$ cat src/hw/rtl/wcw_pkg.sv
package wcw_pkg;

  localparam int CordicSteps = 16;
  localparam int CntW = 5;
  localparam int ModSteps = 5;
  localparam int ScaleCycles = 5;
  localparam int CfgAddrW = 4;

  localparam int TwoPiQ13 = 51472;
  localparam int PiQ13 = 25736;

  localparam int ZW = 34;
  localparam int CrdW = 35;
  localparam int MagW = 21;
  localparam int AccW = 60;

  localparam logic signed [ZW-1:0] HalfPiQ30 = 34'sd1686629713;
  localparam logic signed [24:0] InvKQ24 = 25'sd10188012;

  typedef enum logic {
    ACT_START,
    ACT_ADVANCE
  } action_t;

  typedef enum logic [1:0] {
    REG_ANGLE_GAIN,
    REG_INIT_STEP_X,
    REG_INIT_STEP_Y
  } reg_idx_t;

  typedef enum logic {
    OSEL_ORIGIN,
    OSEL_VERTEX
  } out_sel_t;

  typedef struct packed {
    logic [15:0]        angle_gain;
    logic signed [31:0] init_step_x;
    logic signed [31:0] init_step_y;
  } cfg_t;

  typedef struct packed {
    logic            gain_mul;
    logic            angle;
    logic            mod_step;
    logic            wrap;
    logic            quad;
    logic            rot;
    logic            scale_mul;
    logic            step_upd;
    logic            pos_upd;
    logic            out_load;
    out_sel_t        out_sel;
    logic [CntW-1:0] cnt;
  } dp_cmd_t;

  typedef struct packed {
    logic out_free;
  } dp_sts_t;

  function automatic logic signed [ZW-1:0] atan_q30(input logic [CntW-1:0] idx);
    case (idx)
      5'd0:    return 34'sd843314856;
      5'd1:    return 34'sd497837829;
      5'd2:    return 34'sd263043836;
      5'd3:    return 34'sd133525158;
      5'd4:    return 34'sd67021686;
      5'd5:    return 34'sd33543515;
      5'd6:    return 34'sd16775850;
      5'd7:    return 34'sd8388437;
      5'd8:    return 34'sd4194282;
      5'd9:    return 34'sd2097149;
      5'd10:   return 34'sd1048575;
      5'd11:   return 34'sd524287;
      5'd12:   return 34'sd262143;
      5'd13:   return 34'sd131071;
      5'd14:   return 34'sd65535;
      5'd15:   return 34'sd32767;
      5'd16:   return 34'sd16383;
      5'd17:   return 34'sd8191;
      5'd18:   return 34'sd4095;
      5'd19:   return 34'sd2047;
      5'd20:   return 34'sd1023;
      5'd21:   return 34'sd511;
      5'd22:   return 34'sd255;
      5'd23:   return 34'sd127;
      5'd24:   return 34'sd63;
      5'd25:   return 34'sd31;
      5'd26:   return 34'sd15;
      5'd27:   return 34'sd7;
      5'd28:   return 34'sd3;
      5'd29:   return 34'sd1;
      default: return '0;
    endcase
  endfunction

  // two pi scaled down by one binary place per step of the remainder loop
  function automatic logic [MagW-1:0] mod_div(input logic [CntW-1:0] idx);
    return MagW'(TwoPiQ13 << (ModSteps - 1 - int'(idx)));
  endfunction

endpackage

$ cat src/hw/rtl/wcw_in_if.sv
interface wcw_in_if;
  logic               valid;
  logic               ready;
  logic               action;
  logic signed [15:0] normal_sample;

  modport source(output valid, action, normal_sample, input ready);
  modport sink(input valid, action, normal_sample, output ready);
endinterface

$ cat src/hw/rtl/wcw_out_if.sv
interface wcw_out_if;
  logic               valid;
  logic               ready;
  logic signed [31:0] vertex_x;
  logic signed [31:0] vertex_y;
  logic               last_of_run;

  modport source(output valid, vertex_x, vertex_y, last_of_run, input ready);
  modport sink(input valid, vertex_x, vertex_y, last_of_run, output ready);
endinterface

$ cat src/hw/rtl/wcw_cfg.sv
module wcw_cfg (
  input  logic                        clk,
  input  logic                        rst_n,
  input  logic                        psel,
  input  logic                        penable,
  input  logic                        pwrite,
  input  logic [wcw_pkg::CfgAddrW-1:0] paddr,
  input  logic [31:0]                 pwdata,
  output logic [31:0]                 prdata,
  output logic                        pready,
  output wcw_pkg::cfg_t               cfg
);

  wcw_pkg::cfg_t    cfg_r;
  wcw_pkg::reg_idx_t idx;
  logic             wr_en;

  assign pready = 1'b1;
  assign idx    = wcw_pkg::reg_idx_t'(paddr[3:2]);
  assign wr_en  = psel && penable && pwrite && pready;
  assign cfg    = cfg_r;

  always_ff @(posedge clk) begin
    if (!rst_n) begin
      cfg_r.angle_gain  <= 16'd4096;
      cfg_r.init_step_x <= 32'sd65536;
      cfg_r.init_step_y <= 32'sd0;
    end else if (wr_en) begin
      case (idx)
        wcw_pkg::REG_ANGLE_GAIN:  cfg_r.angle_gain  <= pwdata[15:0];
        wcw_pkg::REG_INIT_STEP_X: cfg_r.init_step_x <= signed'(pwdata);
        wcw_pkg::REG_INIT_STEP_Y: cfg_r.init_step_y <= signed'(pwdata);
        default: ;
      endcase
    end
  end

  always_comb begin
    case (idx)
      wcw_pkg::REG_ANGLE_GAIN:  prdata = {16'd0, cfg_r.angle_gain};
      wcw_pkg::REG_INIT_STEP_X: prdata = cfg_r.init_step_x;
      wcw_pkg::REG_INIT_STEP_Y: prdata = cfg_r.init_step_y;
      default:                  prdata = '0;
    endcase
  end

endmodule

$ cat src/hw/rtl/wcw_ctrl.sv
module wcw_ctrl (
  input  logic              clk,
  input  logic              rst_n,
  input  logic              in_valid,
  input  logic              in_action,
  output logic              in_ready,
  input  wcw_pkg::dp_sts_t  sts,
  output wcw_pkg::dp_cmd_t  cmd
);

  localparam logic [wcw_pkg::CntW-1:0] ModLast   = wcw_pkg::CntW'(wcw_pkg::ModSteps - 1);
  localparam logic [wcw_pkg::CntW-1:0] RotLast   = wcw_pkg::CntW'(wcw_pkg::CordicSteps - 1);
  localparam logic [wcw_pkg::CntW-1:0] ScaleLast = wcw_pkg::CntW'(wcw_pkg::ScaleCycles - 1);

  typedef enum logic [3:0] {
    ST_IDLE,
    ST_ANGLE,
    ST_MOD,
    ST_WRAP,
    ST_QUAD,
    ST_ROT,
    ST_SCALE,
    ST_STEP,
    ST_POS,
    ST_EMIT,
    ST_ORIGIN,
    ST_INIT
  } state_t;

  state_t                   state_r, state_nxt;
  logic [wcw_pkg::CntW-1:0] cnt_r, cnt_nxt;

  always_ff @(posedge clk) begin
    if (!rst_n) begin
      state_r <= ST_IDLE;
      cnt_r   <= '0;
    end else begin
      state_r <= state_nxt;
      cnt_r   <= cnt_nxt;
    end
  end

  always_comb begin
    state_nxt = state_r;
    cnt_nxt   = cnt_r;
    cmd       = '0;
    cmd.cnt   = cnt_r;
    in_ready  = 1'b0;
    case (state_r)
      ST_IDLE: begin
        in_ready = 1'b1;
        if (in_valid) begin
          if (in_action == wcw_pkg::ACT_ADVANCE) begin
            cmd.gain_mul = 1'b1;
            state_nxt    = ST_ANGLE;
          end else begin
            state_nxt = ST_ORIGIN;
          end
        end
      end
      ST_ANGLE: begin
        cmd.angle = 1'b1;
        cnt_nxt   = '0;
        state_nxt = ST_MOD;
      end
      ST_MOD: begin
        cmd.mod_step = 1'b1;
        if (cnt_r == ModLast) begin
          cnt_nxt   = '0;
          state_nxt = ST_WRAP;
        end else begin
          cnt_nxt = cnt_r + 1'b1;
        end
      end
      ST_WRAP: begin
        cmd.wrap  = 1'b1;
        state_nxt = ST_QUAD;
      end
      ST_QUAD: begin
        cmd.quad  = 1'b1;
        cnt_nxt   = '0;
        state_nxt = ST_ROT;
      end
      ST_ROT: begin
        cmd.rot = 1'b1;
        if (cnt_r == RotLast) begin
          cnt_nxt   = '0;
          state_nxt = ST_SCALE;
        end else begin
          cnt_nxt = cnt_r + 1'b1;
        end
      end
      ST_SCALE: begin
        cmd.scale_mul = (cnt_r != ScaleLast);
        if (cnt_r == ScaleLast) begin
          cnt_nxt   = '0;
          state_nxt = ST_STEP;
        end else begin
          cnt_nxt = cnt_r + 1'b1;
        end
      end
      ST_STEP: begin
        cmd.step_upd = 1'b1;
        state_nxt    = ST_POS;
      end
      ST_POS: begin
        cmd.pos_upd = 1'b1;
        state_nxt   = ST_EMIT;
      end
      ST_EMIT: begin
        if (sts.out_free) begin
          cmd.out_load = 1'b1;
          cmd.out_sel  = wcw_pkg::OSEL_VERTEX;
          state_nxt    = ST_IDLE;
        end
      end
      ST_ORIGIN: begin
        if (sts.out_free) begin
          cmd.out_load = 1'b1;
          cmd.out_sel  = wcw_pkg::OSEL_ORIGIN;
          state_nxt    = ST_INIT;
        end
      end
      ST_INIT: begin
        if (sts.out_free) begin
          cmd.out_load = 1'b1;
          cmd.out_sel  = wcw_pkg::OSEL_VERTEX;
          state_nxt    = ST_IDLE;
        end
      end
      default: state_nxt = ST_IDLE;
    endcase
  end

endmodule

$ cat src/hw/rtl/wcw_dp.sv
module wcw_dp (
  input  logic               clk,
  input  logic               rst_n,
  input  wcw_pkg::cfg_t      cfg,
  input  wcw_pkg::dp_cmd_t   cmd,
  output wcw_pkg::dp_sts_t   sts,
  input  logic signed [15:0] in_sample,
  input  logic               out_ready,
  output logic               out_valid,
  output logic signed [31:0] out_vertex_x,
  output logic signed [31:0] out_vertex_y,
  output logic               out_last
);

  localparam int ZW   = wcw_pkg::ZW;
  localparam int CrdW = wcw_pkg::CrdW;
  localparam int MagW = wcw_pkg::MagW;
  localparam int AccW = wcw_pkg::AccW;
  localparam logic signed [21:0] Pi22    = 22'(wcw_pkg::PiQ13);
  localparam logic signed [21:0] TwoPi22 = 22'(wcw_pkg::TwoPiQ13);

  function automatic logic signed [31:0] sat32(input logic signed [35:0] v);
    if (v > 36'sd2147483647) begin
      return 32'sh7fffffff;
    end else if (v < -36'sd2147483648) begin
      return 32'sh80000000;
    end
    return v[31:0];
  endfunction

  // state and control
  logic signed [31:0] step_x_r, step_y_r, pos_x_r, pos_y_r;
  logic               out_vld_r;
  logic               pv_r;

  // payload
  logic signed [32:0]     prod_r;
  logic [MagW-1:0]        mag_r;
  logic                   neg_r;
  logic signed [15:0]     ang_r;
  logic signed [CrdW-1:0] cx_r, cy_r;
  logic signed [ZW-1:0]   cz_r;
  logic signed [43:0]     sp_r;
  logic [1:0]             tag_r;
  logic signed [AccW-1:0] acc_x_r, acc_y_r;
  logic signed [31:0]     out_x_r, out_y_r;
  logic                   out_last_r;

  // gain multiply and angle rounding
  logic signed [16:0] gain_s;
  logic signed [32:0] gain_prod;
  logic signed [33:0] ang_sum;
  logic signed [21:0] ang22;
  logic [21:0]        ang_abs;

  assign gain_s    = signed'({1'b0, cfg.angle_gain});
  assign gain_prod = gain_s * in_sample;
  assign ang_sum   = 34'(prod_r) + 34'sd1024;
  assign ang22     = ang_sum[32:11];
  assign ang_abs   = ang22[21] ? 22'(-ang22) : 22'(ang22);

  // remainder step
  logic [MagW-1:0] div_c;
  assign div_c = wcw_pkg::mod_div(cmd.cnt);

  // wrap into minus pi to pi
  logic signed [21:0] rem, wrapped;
  assign rem = neg_r ? -signed'({1'b0, mag_r}) : signed'({1'b0, mag_r});

  always_comb begin
    if (rem >= Pi22) begin
      wrapped = rem - TwoPi22;
    end else if (rem < -Pi22) begin
      wrapped = rem + TwoPi22;
    end else begin
      wrapped = rem;
    end
  end

  // quadrant fold
  logic signed [CrdW-1:0] qx, qy, sx, sy;
  logic signed [ZW-1:0]   qz, z0;

  assign sx = CrdW'(step_x_r);
  assign sy = CrdW'(step_y_r);
  assign z0 = signed'({ang_r[15], ang_r, 17'd0});

  always_comb begin
    if (z0 > wcw_pkg::HalfPiQ30) begin
      qx = -sy;
      qy = sx;
      qz = z0 - wcw_pkg::HalfPiQ30;
    end else if (z0 < -wcw_pkg::HalfPiQ30) begin
      qx = sy;
      qy = -sx;
      qz = z0 + wcw_pkg::HalfPiQ30;
    end else begin
      qx = sx;
      qy = sy;
      qz = z0;
    end
  end

  // cordic iteration
  logic signed [CrdW-1:0] dx, dy;
  logic signed [ZW-1:0]   at;

  assign dx = cy_r >>> cmd.cnt;
  assign dy = cx_r >>> cmd.cnt;
  assign at = wcw_pkg::atan_q30(cmd.cnt);

  // gain correction, coordinates split into low and high halves
  logic signed [18:0]     op;
  logic signed [43:0]     sp_c;
  logic signed [AccW-1:0] sp_ext;

  always_comb begin
    case (cmd.cnt[1:0])
      2'd0:    op = signed'({1'b0, cx_r[17:0]});
      2'd1:    op = 19'(signed'(cx_r[CrdW-1:18]));
      2'd2:    op = signed'({1'b0, cy_r[17:0]});
      default: op = 19'(signed'(cy_r[CrdW-1:18]));
    endcase
  end

  assign sp_c   = op * wcw_pkg::InvKQ24;
  assign sp_ext = AccW'(sp_r);

  logic signed [AccW-1:0] rnd_x, rnd_y;
  assign rnd_x = acc_x_r + AccW'(64'sd8388608);
  assign rnd_y = acc_y_r + AccW'(64'sd8388608);

  assign sts.out_free = !out_vld_r || out_ready;

  always_ff @(posedge clk) begin
    if (!rst_n) begin
      step_x_r  <= '0;
      step_y_r  <= '0;
      pos_x_r   <= '0;
      pos_y_r   <= '0;
      out_vld_r <= 1'b0;
      pv_r      <= 1'b0;
    end else begin
      pv_r <= cmd.scale_mul;
      if (cmd.step_upd) begin
        step_x_r <= sat32(rnd_x[59:24]);
        step_y_r <= sat32(rnd_y[59:24]);
      end
      if (cmd.pos_upd) begin
        pos_x_r <= sat32(36'(pos_x_r) + 36'(step_x_r));
        pos_y_r <= sat32(36'(pos_y_r) + 36'(step_y_r));
      end
      if (cmd.out_load && cmd.out_sel == wcw_pkg::OSEL_ORIGIN) begin
        step_x_r <= cfg.init_step_x;
        step_y_r <= cfg.init_step_y;
        pos_x_r  <= cfg.init_step_x;
        pos_y_r  <= cfg.init_step_y;
      end
      if (cmd.out_load) begin
        out_vld_r <= 1'b1;
      end else if (out_ready) begin
        out_vld_r <= 1'b0;
      end
    end
  end

  always_ff @(posedge clk) begin
    if (cmd.gain_mul) begin
      prod_r <= gain_prod;
    end
    if (cmd.angle) begin
      neg_r <= ang22[21];
      mag_r <= ang_abs[MagW-1:0];
    end
    if (cmd.mod_step && mag_r >= div_c) begin
      mag_r <= mag_r - div_c;
    end
    if (cmd.wrap) begin
      ang_r <= wrapped[15:0];
    end
    if (cmd.quad) begin
      cx_r <= qx;
      cy_r <= qy;
      cz_r <= qz;
    end
    if (cmd.rot) begin
      if (cz_r >= 0) begin
        cx_r <= cx_r - dx;
        cy_r <= cy_r + dy;
        cz_r <= cz_r - at;
      end else begin
        cx_r <= cx_r + dx;
        cy_r <= cy_r - dy;
        cz_r <= cz_r + at;
      end
    end
    if (cmd.scale_mul) begin
      sp_r  <= sp_c;
      tag_r <= cmd.cnt[1:0];
    end
    if (pv_r) begin
      case (tag_r)
        2'd0:    acc_x_r <= sp_ext;
        2'd1:    acc_x_r <= acc_x_r + (sp_ext <<< 18);
        2'd2:    acc_y_r <= sp_ext;
        default: acc_y_r <= acc_y_r + (sp_ext <<< 18);
      endcase
    end
    if (cmd.out_load) begin
      if (cmd.out_sel == wcw_pkg::OSEL_ORIGIN) begin
        out_x_r    <= '0;
        out_y_r    <= '0;
        out_last_r <= 1'b0;
      end else begin
        out_x_r    <= pos_x_r;
        out_y_r    <= pos_y_r;
        out_last_r <= 1'b1;
      end
    end
  end

  assign out_valid    = out_vld_r;
  assign out_vertex_x = out_x_r;
  assign out_vertex_y = out_y_r;
  assign out_last     = out_last_r;

endmodule

$ cat src/hw/rtl/wormlike_chain_walk_2d.sv
// advance, one item at a time: gain multiply, angle rounding, remainder, wrap,
//   quadrant fold, cordic, gain correction, step and position update, then the output load
// start: two results, origin then initial vertex, each loaded into a free output register
// the output register holds a finished result while the next item is taken
// rst_n is synchronous, active low: walk state clears to zero, registers take their defaults
module wormlike_chain_walk_2d (
  input  logic                         clk,
  input  logic                         rst_n,
  wcw_in_if.sink                       in_ch,
  wcw_out_if.source                    out_ch,
  input  logic                         cfg_psel,
  input  logic                         cfg_penable,
  input  logic                         cfg_pwrite,
  input  logic [wcw_pkg::CfgAddrW-1:0] cfg_paddr,
  input  logic [31:0]                  cfg_pwdata,
  output logic [31:0]                  cfg_prdata,
  output logic                         cfg_pready
);

  wcw_pkg::cfg_t     cfg;
  wcw_pkg::dp_cmd_t  cmd;
  wcw_pkg::dp_sts_t  sts;
  logic              in_ready;

  assign in_ch.ready = in_ready;

  wcw_cfg u_cfg (
    .clk     (clk),
    .rst_n   (rst_n),
    .psel    (cfg_psel),
    .penable (cfg_penable),
    .pwrite  (cfg_pwrite),
    .paddr   (cfg_paddr),
    .pwdata  (cfg_pwdata),
    .prdata  (cfg_prdata),
    .pready  (cfg_pready),
    .cfg     (cfg)
  );

  wcw_ctrl u_ctrl (
    .clk       (clk),
    .rst_n     (rst_n),
    .in_valid  (in_ch.valid),
    .in_action (in_ch.action),
    .in_ready  (in_ready),
    .sts       (sts),
    .cmd       (cmd)
  );

  wcw_dp u_dp (
    .clk          (clk),
    .rst_n        (rst_n),
    .cfg          (cfg),
    .cmd          (cmd),
    .sts          (sts),
    .in_sample    (in_ch.normal_sample),
    .out_ready    (out_ch.ready),
    .out_valid    (out_ch.valid),
    .out_vertex_x (out_ch.vertex_x),
    .out_vertex_y (out_ch.vertex_y),
    .out_last     (out_ch.last_of_run)
  );

`ifndef SYNTHESIS
  a_busy_after_transfer: assert property (@(posedge clk) disable iff (!rst_n)
    in_ch.valid && in_ch.ready |=> !in_ch.ready)
    else $error("input taken again right after a transfer");

  a_load_into_free_slot: assert property (@(posedge clk) disable iff (!rst_n)
    cmd.out_load |-> sts.out_free)
    else $error("result register overwritten");

  a_origin_first: assert property (@(posedge clk) disable iff (!rst_n)
    out_ch.valid && !out_ch.last_of_run |-> out_ch.vertex_x == 32'sd0 && out_ch.vertex_y == 32'sd0)
    else $error("non-final result is not the origin");

  a_mul_on_transfer: assert property (@(posedge clk) disable iff (!rst_n)
    cmd.gain_mul |-> in_ch.valid && in_ch.ready && in_ch.action)
    else $error("gain multiply without an advance transfer");
`endif

endmodule
$ cat src/flat_wrapper.sv
// flat-port wrapper written by rule: the top's interface ports become plain ports
module wormlike_chain_walk_2d_flat 
  (clk, rst_n, cfg_psel, cfg_penable, cfg_pwrite, cfg_paddr, cfg_pwdata, cfg_prdata, cfg_pready, in_ch_valid, in_ch_action, in_ch_normal_sample, in_ch_ready, out_ch_valid, out_ch_vertex_x, out_ch_vertex_y, out_ch_last_of_run, out_ch_ready);
  wcw_in_if in_ch_i ();
  wcw_out_if out_ch_i ();
  input  logic clk;
  input  logic rst_n;
  input  logic cfg_psel;
  input  logic cfg_penable;
  input  logic cfg_pwrite;
  input  logic [wcw_pkg::CfgAddrW-1:0] cfg_paddr;
  input  logic [31:0] cfg_pwdata;
  output logic [31:0] cfg_prdata;
  output logic cfg_pready;
  input wire logic [$bits(in_ch_i.valid)-1:0] in_ch_valid;
  input wire logic [$bits(in_ch_i.action)-1:0] in_ch_action;
  input wire logic [$bits(in_ch_i.normal_sample)-1:0] in_ch_normal_sample;
  output wire logic [$bits(in_ch_i.ready)-1:0] in_ch_ready;
  output wire logic [$bits(out_ch_i.valid)-1:0] out_ch_valid;
  output wire logic [$bits(out_ch_i.vertex_x)-1:0] out_ch_vertex_x;
  output wire logic [$bits(out_ch_i.vertex_y)-1:0] out_ch_vertex_y;
  output wire logic [$bits(out_ch_i.last_of_run)-1:0] out_ch_last_of_run;
  input wire logic [$bits(out_ch_i.ready)-1:0] out_ch_ready;
  assign in_ch_i.valid = in_ch_valid;
  assign in_ch_i.action = in_ch_action;
  assign in_ch_i.normal_sample = in_ch_normal_sample;
  assign in_ch_ready = in_ch_i.ready;
  assign out_ch_valid = out_ch_i.valid;
  assign out_ch_vertex_x = out_ch_i.vertex_x;
  assign out_ch_vertex_y = out_ch_i.vertex_y;
  assign out_ch_last_of_run = out_ch_i.last_of_run;
  assign out_ch_i.ready = out_ch_ready;
  wormlike_chain_walk_2d u_core (.clk(clk), .rst_n(rst_n), .in_ch(in_ch_i), .out_ch(out_ch_i), .cfg_psel(cfg_psel), .cfg_penable(cfg_penable), .cfg_pwrite(cfg_pwrite), .cfg_paddr(cfg_paddr), .cfg_pwdata(cfg_pwdata), .cfg_prdata(cfg_prdata), .cfg_pready(cfg_pready));
endmodule
$ cat config.mk
export PLATFORM = sky130hd
export DESIGN_NAME = wormlike_chain_walk_2d_flat
export DESIGN_NICKNAME = d
export VERILOG_FILES = /design/src/hw/rtl/wcw_pkg.sv /design/src/hw/rtl/wcw_in_if.sv /design/src/hw/rtl/wcw_out_if.sv /design/src/hw/rtl/wcw_cfg.sv /design/src/hw/rtl/wcw_ctrl.sv /design/src/hw/rtl/wcw_dp.sv /design/src/hw/rtl/wormlike_chain_walk_2d.sv /design/src/flat_wrapper.sv
export SDC_FILE = /design/constraint.sdc
export NUM_CORES = 2
export LEC_CHECK = 0
export BUFFER_PORTS_ARGS = -buffer_cell sky130_fd_sc_hd__buf_2
export CAP_MARGIN = 20
export CORE_UTILIZATION = 30
export CTS_CLUSTER_SIZE = 40
export DETAILED_ROUTE_END_ITERATION = 7
export PLACE_DENSITY = 0.49
export SLEW_MARGIN = 0
export SYNTH_ARGS = -nofsm -noshare
export SYNTH_HDL_FRONTEND = slang
export SYNTH_SLANG_ARGS = --single-unit
$ cat constraint.sdc
create_clock -name clk -period 16.7 [get_ports clk]
set_input_delay 5.01 -clock clk [delete_from_list [all_inputs] [get_ports clk]]
set_output_delay 5.01 -clock clk [all_outputs]
set_load 0.02 [all_outputs]
==> results.yml <==
die:
  floorplan.io_pins: 160
  coreArea_sq_um: 217000
  dieHeight_um: 470
  floorplan.initialDensity_pct: 30.3
  dieWidth_um: 470
  fp-row-count: 171
  die_area_sq_um: 221000
detailed_routing:
  totalWireLength_um: 234000
  route.detailed.vias_per_inst: 5.45
  number_of_iterations_in_the_first_detailed_routing_pass: 8
  post_route_drc_violation_count: 0
  route.detailed.wl_per_inst_um: 22.5
  first_iter_violations: 4574
  detail-route-antenna-nets: 0
  detailroute.via_count: 56700
grt:
  grt_pass1_wl_um: 351000
  first_global_vias: 55000
  grt_use_met1_pct: 29.2
  global_route.peak_usage_layer: "met2"
  grt_max_degree: 105
  grt_use_total_pct: 20.6
  total_congestion_overflow_after_global_routing: 0
  antenna_found_initial: 7
  global_route.usage.met3_pct: 2.44
  met2_usage_pct: 32.0
timing:
  achievable-frequency_mhz: 86.2
  timing.final.crit_period_ns: 11.60
  finClkSkew_ns: 0.0423
  rsz0062_at_grt: "false"
  finalHoldWorstSlack_ns: 0.486
  final.period_utilization_pct: 69.4
  worst_slew_pin_slew_ns: 1.14
  hold_violations: 0
  fin_setup_tns_ns: 0
  max-slew-margin-rel_pct: 23.5
  timing.final.setup_violations: 0
  maxSlewViolCount: 0
clock_tree:
  clock_transition_time_at_the_flip_flop_clock_pins_of_the_worst_setup_and_hold_paths_ns: 0.06
  post_cts_hold_buffer_count: 0
  cts_tree: "built"
  cts_max_level: 3
  clk_path_buf_depth: 3
  ctsRootBufferMaster: "clkbuf_16"
  cts_buffer_count: 79
  post_cts_resize_count: 0
  clock_latency_ns: 0.72
  postCtsSetupRepairBufs: 0
  clkSinkCount: 603
critical_path:
  crit_path_max_fanout: 30
  timing.critical_path.arrival_ns: 6.59
  critical-path-top-cell-by-count: "buf_2"
  r2r.worst_path.cells: 29
  reg2reg_to: "u_core.u_dp.sp_r[42]"
  critical-path-top-delay-family: "buffers and inverters"
  critical_path_launch_point_type: "primary input"
  worst_setup_path_end_kind: "output port"
  worstReg2RegStart: "u_core.u_ctrl.cnt_r[1]"
  critical_path.max_stage_delay_ns: 0.39
  reg2reg_setup_slack_ns: 6.67
  cp.required_ns: 11.69
  critical_path_class: "in -> out"
  critical-path-slowest-cell: "buf_4"
  timing.critical_path.cells: "buf_2, nor2b_2, buf_4, a22o_1, buf_2"
  critPathBufInv: 3
place:
  placed_area_sq_um: 69200
  hpwlAfterDp_um: 181000
  placement.io_buffers: 156
  gp_congestion: 0.934
logic_synthesis:
  yosysUniqueCellTypes: 109
  synth_xor_xnor_area_share_pct: 7.06
  synth_instances: 7532
  ys.flop_type: "edfxtp_1"
  synth_async_sr_flop_share_pct: 0
  synth.avg_cell_area_sq_um: 8.73
  yosysTopAreaCellShare_pct: 16.2
  synthesis.nets: 8573
  synth-warning-count: 0
  synth-compound-area-share_pct: 19.1
  mappedNetlistArea_sq_um: 65800
  post_synth_fa_ha_maj_area_fraction_pct: 22.9
  synth_mux_area_share_pct: 5.29
  post-synth-top-area-cell: "edfxtp_1"
  synth-edff-count: 354
  flip_flop_and_latch_count_after_synthesis: 603
  post_synth_main_area_contributors: "edfxtp_1 (16%), ha_1 (12%), fa_1 (11%), dfxtp_1 (7.6%), nand2_1 (4.8%)"
  synth_simple_gate_area_share_pct: 15.8
  combinational_family_with_the_most_area_after_synthesis: "adder cells"
  yosysSeqAreaShare_pct: 23.7
hold_path:
  worst_hold_path.endpoint: "u_core.u_cfg.cfg[8]"
  worst_hold_path_type: "reg -> reg"
  hp-start: "u_core.u_cfg.cfg[8]"
  hold-path-cell-count: 2
finish:
  num-nets-final: 8509
  final_core_utilization_pct: 33.1
  layout_cells_sized_above_1_pct: 7.59
  fillerInstances: 22800
  postLayoutCellArea_sq_um: 71900
  area.growth.synth_to_final_pct: 9.32
run_status:
  status: "finished, final reports clean"
flow_run:
  cap_viol_max_count: 0
## worst min-delay path, cell delays in order (launching register included)
cell and delay (ns):
dfxtp_1 0.33, nand2_1 0.06, a21oi_1 0.05
## flip-flops by register name, summed over array words and instances, names as in the netlist, 2 cells and up
register,count
u_core.u_cfg.cfg,80
u_core.u_dp.cx_r,35
u_core.u_dp.mag_r,21
u_core.u_dp.at,30
u_core.u_dp.sp_r,42
u_core.u_dp.pos_y_r,32
u_core.u_ctrl.cnt_r,5
u_core.u_dp.cy_r,35
u_core.u_ctrl.state_r,4
u_core.u_dp.ang_r,16
u_core.u_dp.out_vertex_y,32
u_core.u_dp.pos_x_r,32
u_core.u_dp.step_x_r,32
u_core.u_dp.step_y_r,32
u_core.u_dp.tag_r,2
u_core.u_dp.cz_r,34
u_core.u_dp.acc_x_r,40
u_core.u_dp.out_vertex_x,32
u_core.u_dp.acc_y_r,40
u_core.u_dp.prod_r,23
## cells by family after synthesis
kind of cell,Yosys count
buffers and inverters,1021
DFF,603
other,1
xor gates and xnor gates,530
AOI/OAI and AO/OA,1965
and+or+nand+nor,2190
adders and majority gates,981
muxes,241
## per-stage QoR
step	setup slack [ns]	instances
global placement	4.90	10200
global route	5.00	10400
detailed placement	4.90	10200
finish	5.10	10400
floorplan	5.20	7532
CTS	5.13	10400
## synthesized netlist by cell type, types with 154 or more instances
| cell | number |
|---|---|
| nand2_1 | 834 |
| edfxtp_1 | 354 |
| fa_1 | 372 |
| and2_1 | 154 |
| dfxtp_1 | 249 |
| clkbuf_1 | 307 |
| xnor2_1 | 282 |
| ha_1 | 609 |
| a21oi_1 | 607 |
| inv_1 | 634 |
| a21o_1 | 179 |
| o21ai_0 | 405 |
| xor2_1 | 248 |
| nor2_1 | 450 |
## final cells by class
cell class | count | area (sq um) | share of cell area (%)
Antenna cell | 3 | 7.51 | 0.0104
Timing Repair Buffer | 235 | 1420 | 1.97
Clock inverter | 34 | 327 | 0.454
Tap cell | 2854 | 3570 | 4.97
Inverter | 641 | 2410 | 3.35
Sequential cell | 603 | 15600 | 21.7
Clock buffer | 111 | 2280 | 3.17
Multi-Input combinational cell | 5908 | 46300 | 64.3
## metal layers
metal	vias to the layer above	share of wire (%)
met5	-	0.0081
met4	4	3.7
met3	321	6.0
met2	1875	44
met1	27900	46
li1	26600	-
## layout by cell type (no fill, tap or decap), types with 46 or more instances in the layout
cell,instances
a21o_1,179
a22oi_1,63
and3_1,116
nand3_1,141
o22ai_1,58
nand4_1,57
nand2_1,834
a22o_1,53
and2_1,152
ha_1,609
edfxtp_1,354
nor2_1,440
a221oi_1,54
inv_1,634
buf_4,74
mux4_2,65
or3_1,64
dfxtp_1,243
mux2i_1,120
nor2b_1,46
o21ai_0,405
buf_2,156
nand2b_1,64
a31oi_1,76
clkbuf_16,84
nor3_1,121
a211oi_1,62
a21oi_1,607
fa_1,372
xnor2_1,282
xor2_1,248
o21bai_1,54
## how the worst max path moves through the flow
stage                                 startpoint                      to  slack, ns  cells past startpoint
after floorplan                     cfg_paddr[2]          cfg_prdata[10]       5.20                      4
after global placement    in_ch_normal_sample[6]  u_core.u_dp.prod_r[27]       4.90                     21
after detailed placement  in_ch_normal_sample[5]  u_core.u_dp.prod_r[27]       4.90                     21
after CTS                           cfg_paddr[3]          cfg_prdata[25]       5.13                      5
after global routing                cfg_paddr[3]          cfg_prdata[12]       5.00                      6
final                               cfg_paddr[3]          cfg_prdata[25]       5.10                      5
Power is not shown: default switching activity piles up to over one toggle a cycle in this logic, so the estimate is an artifact.
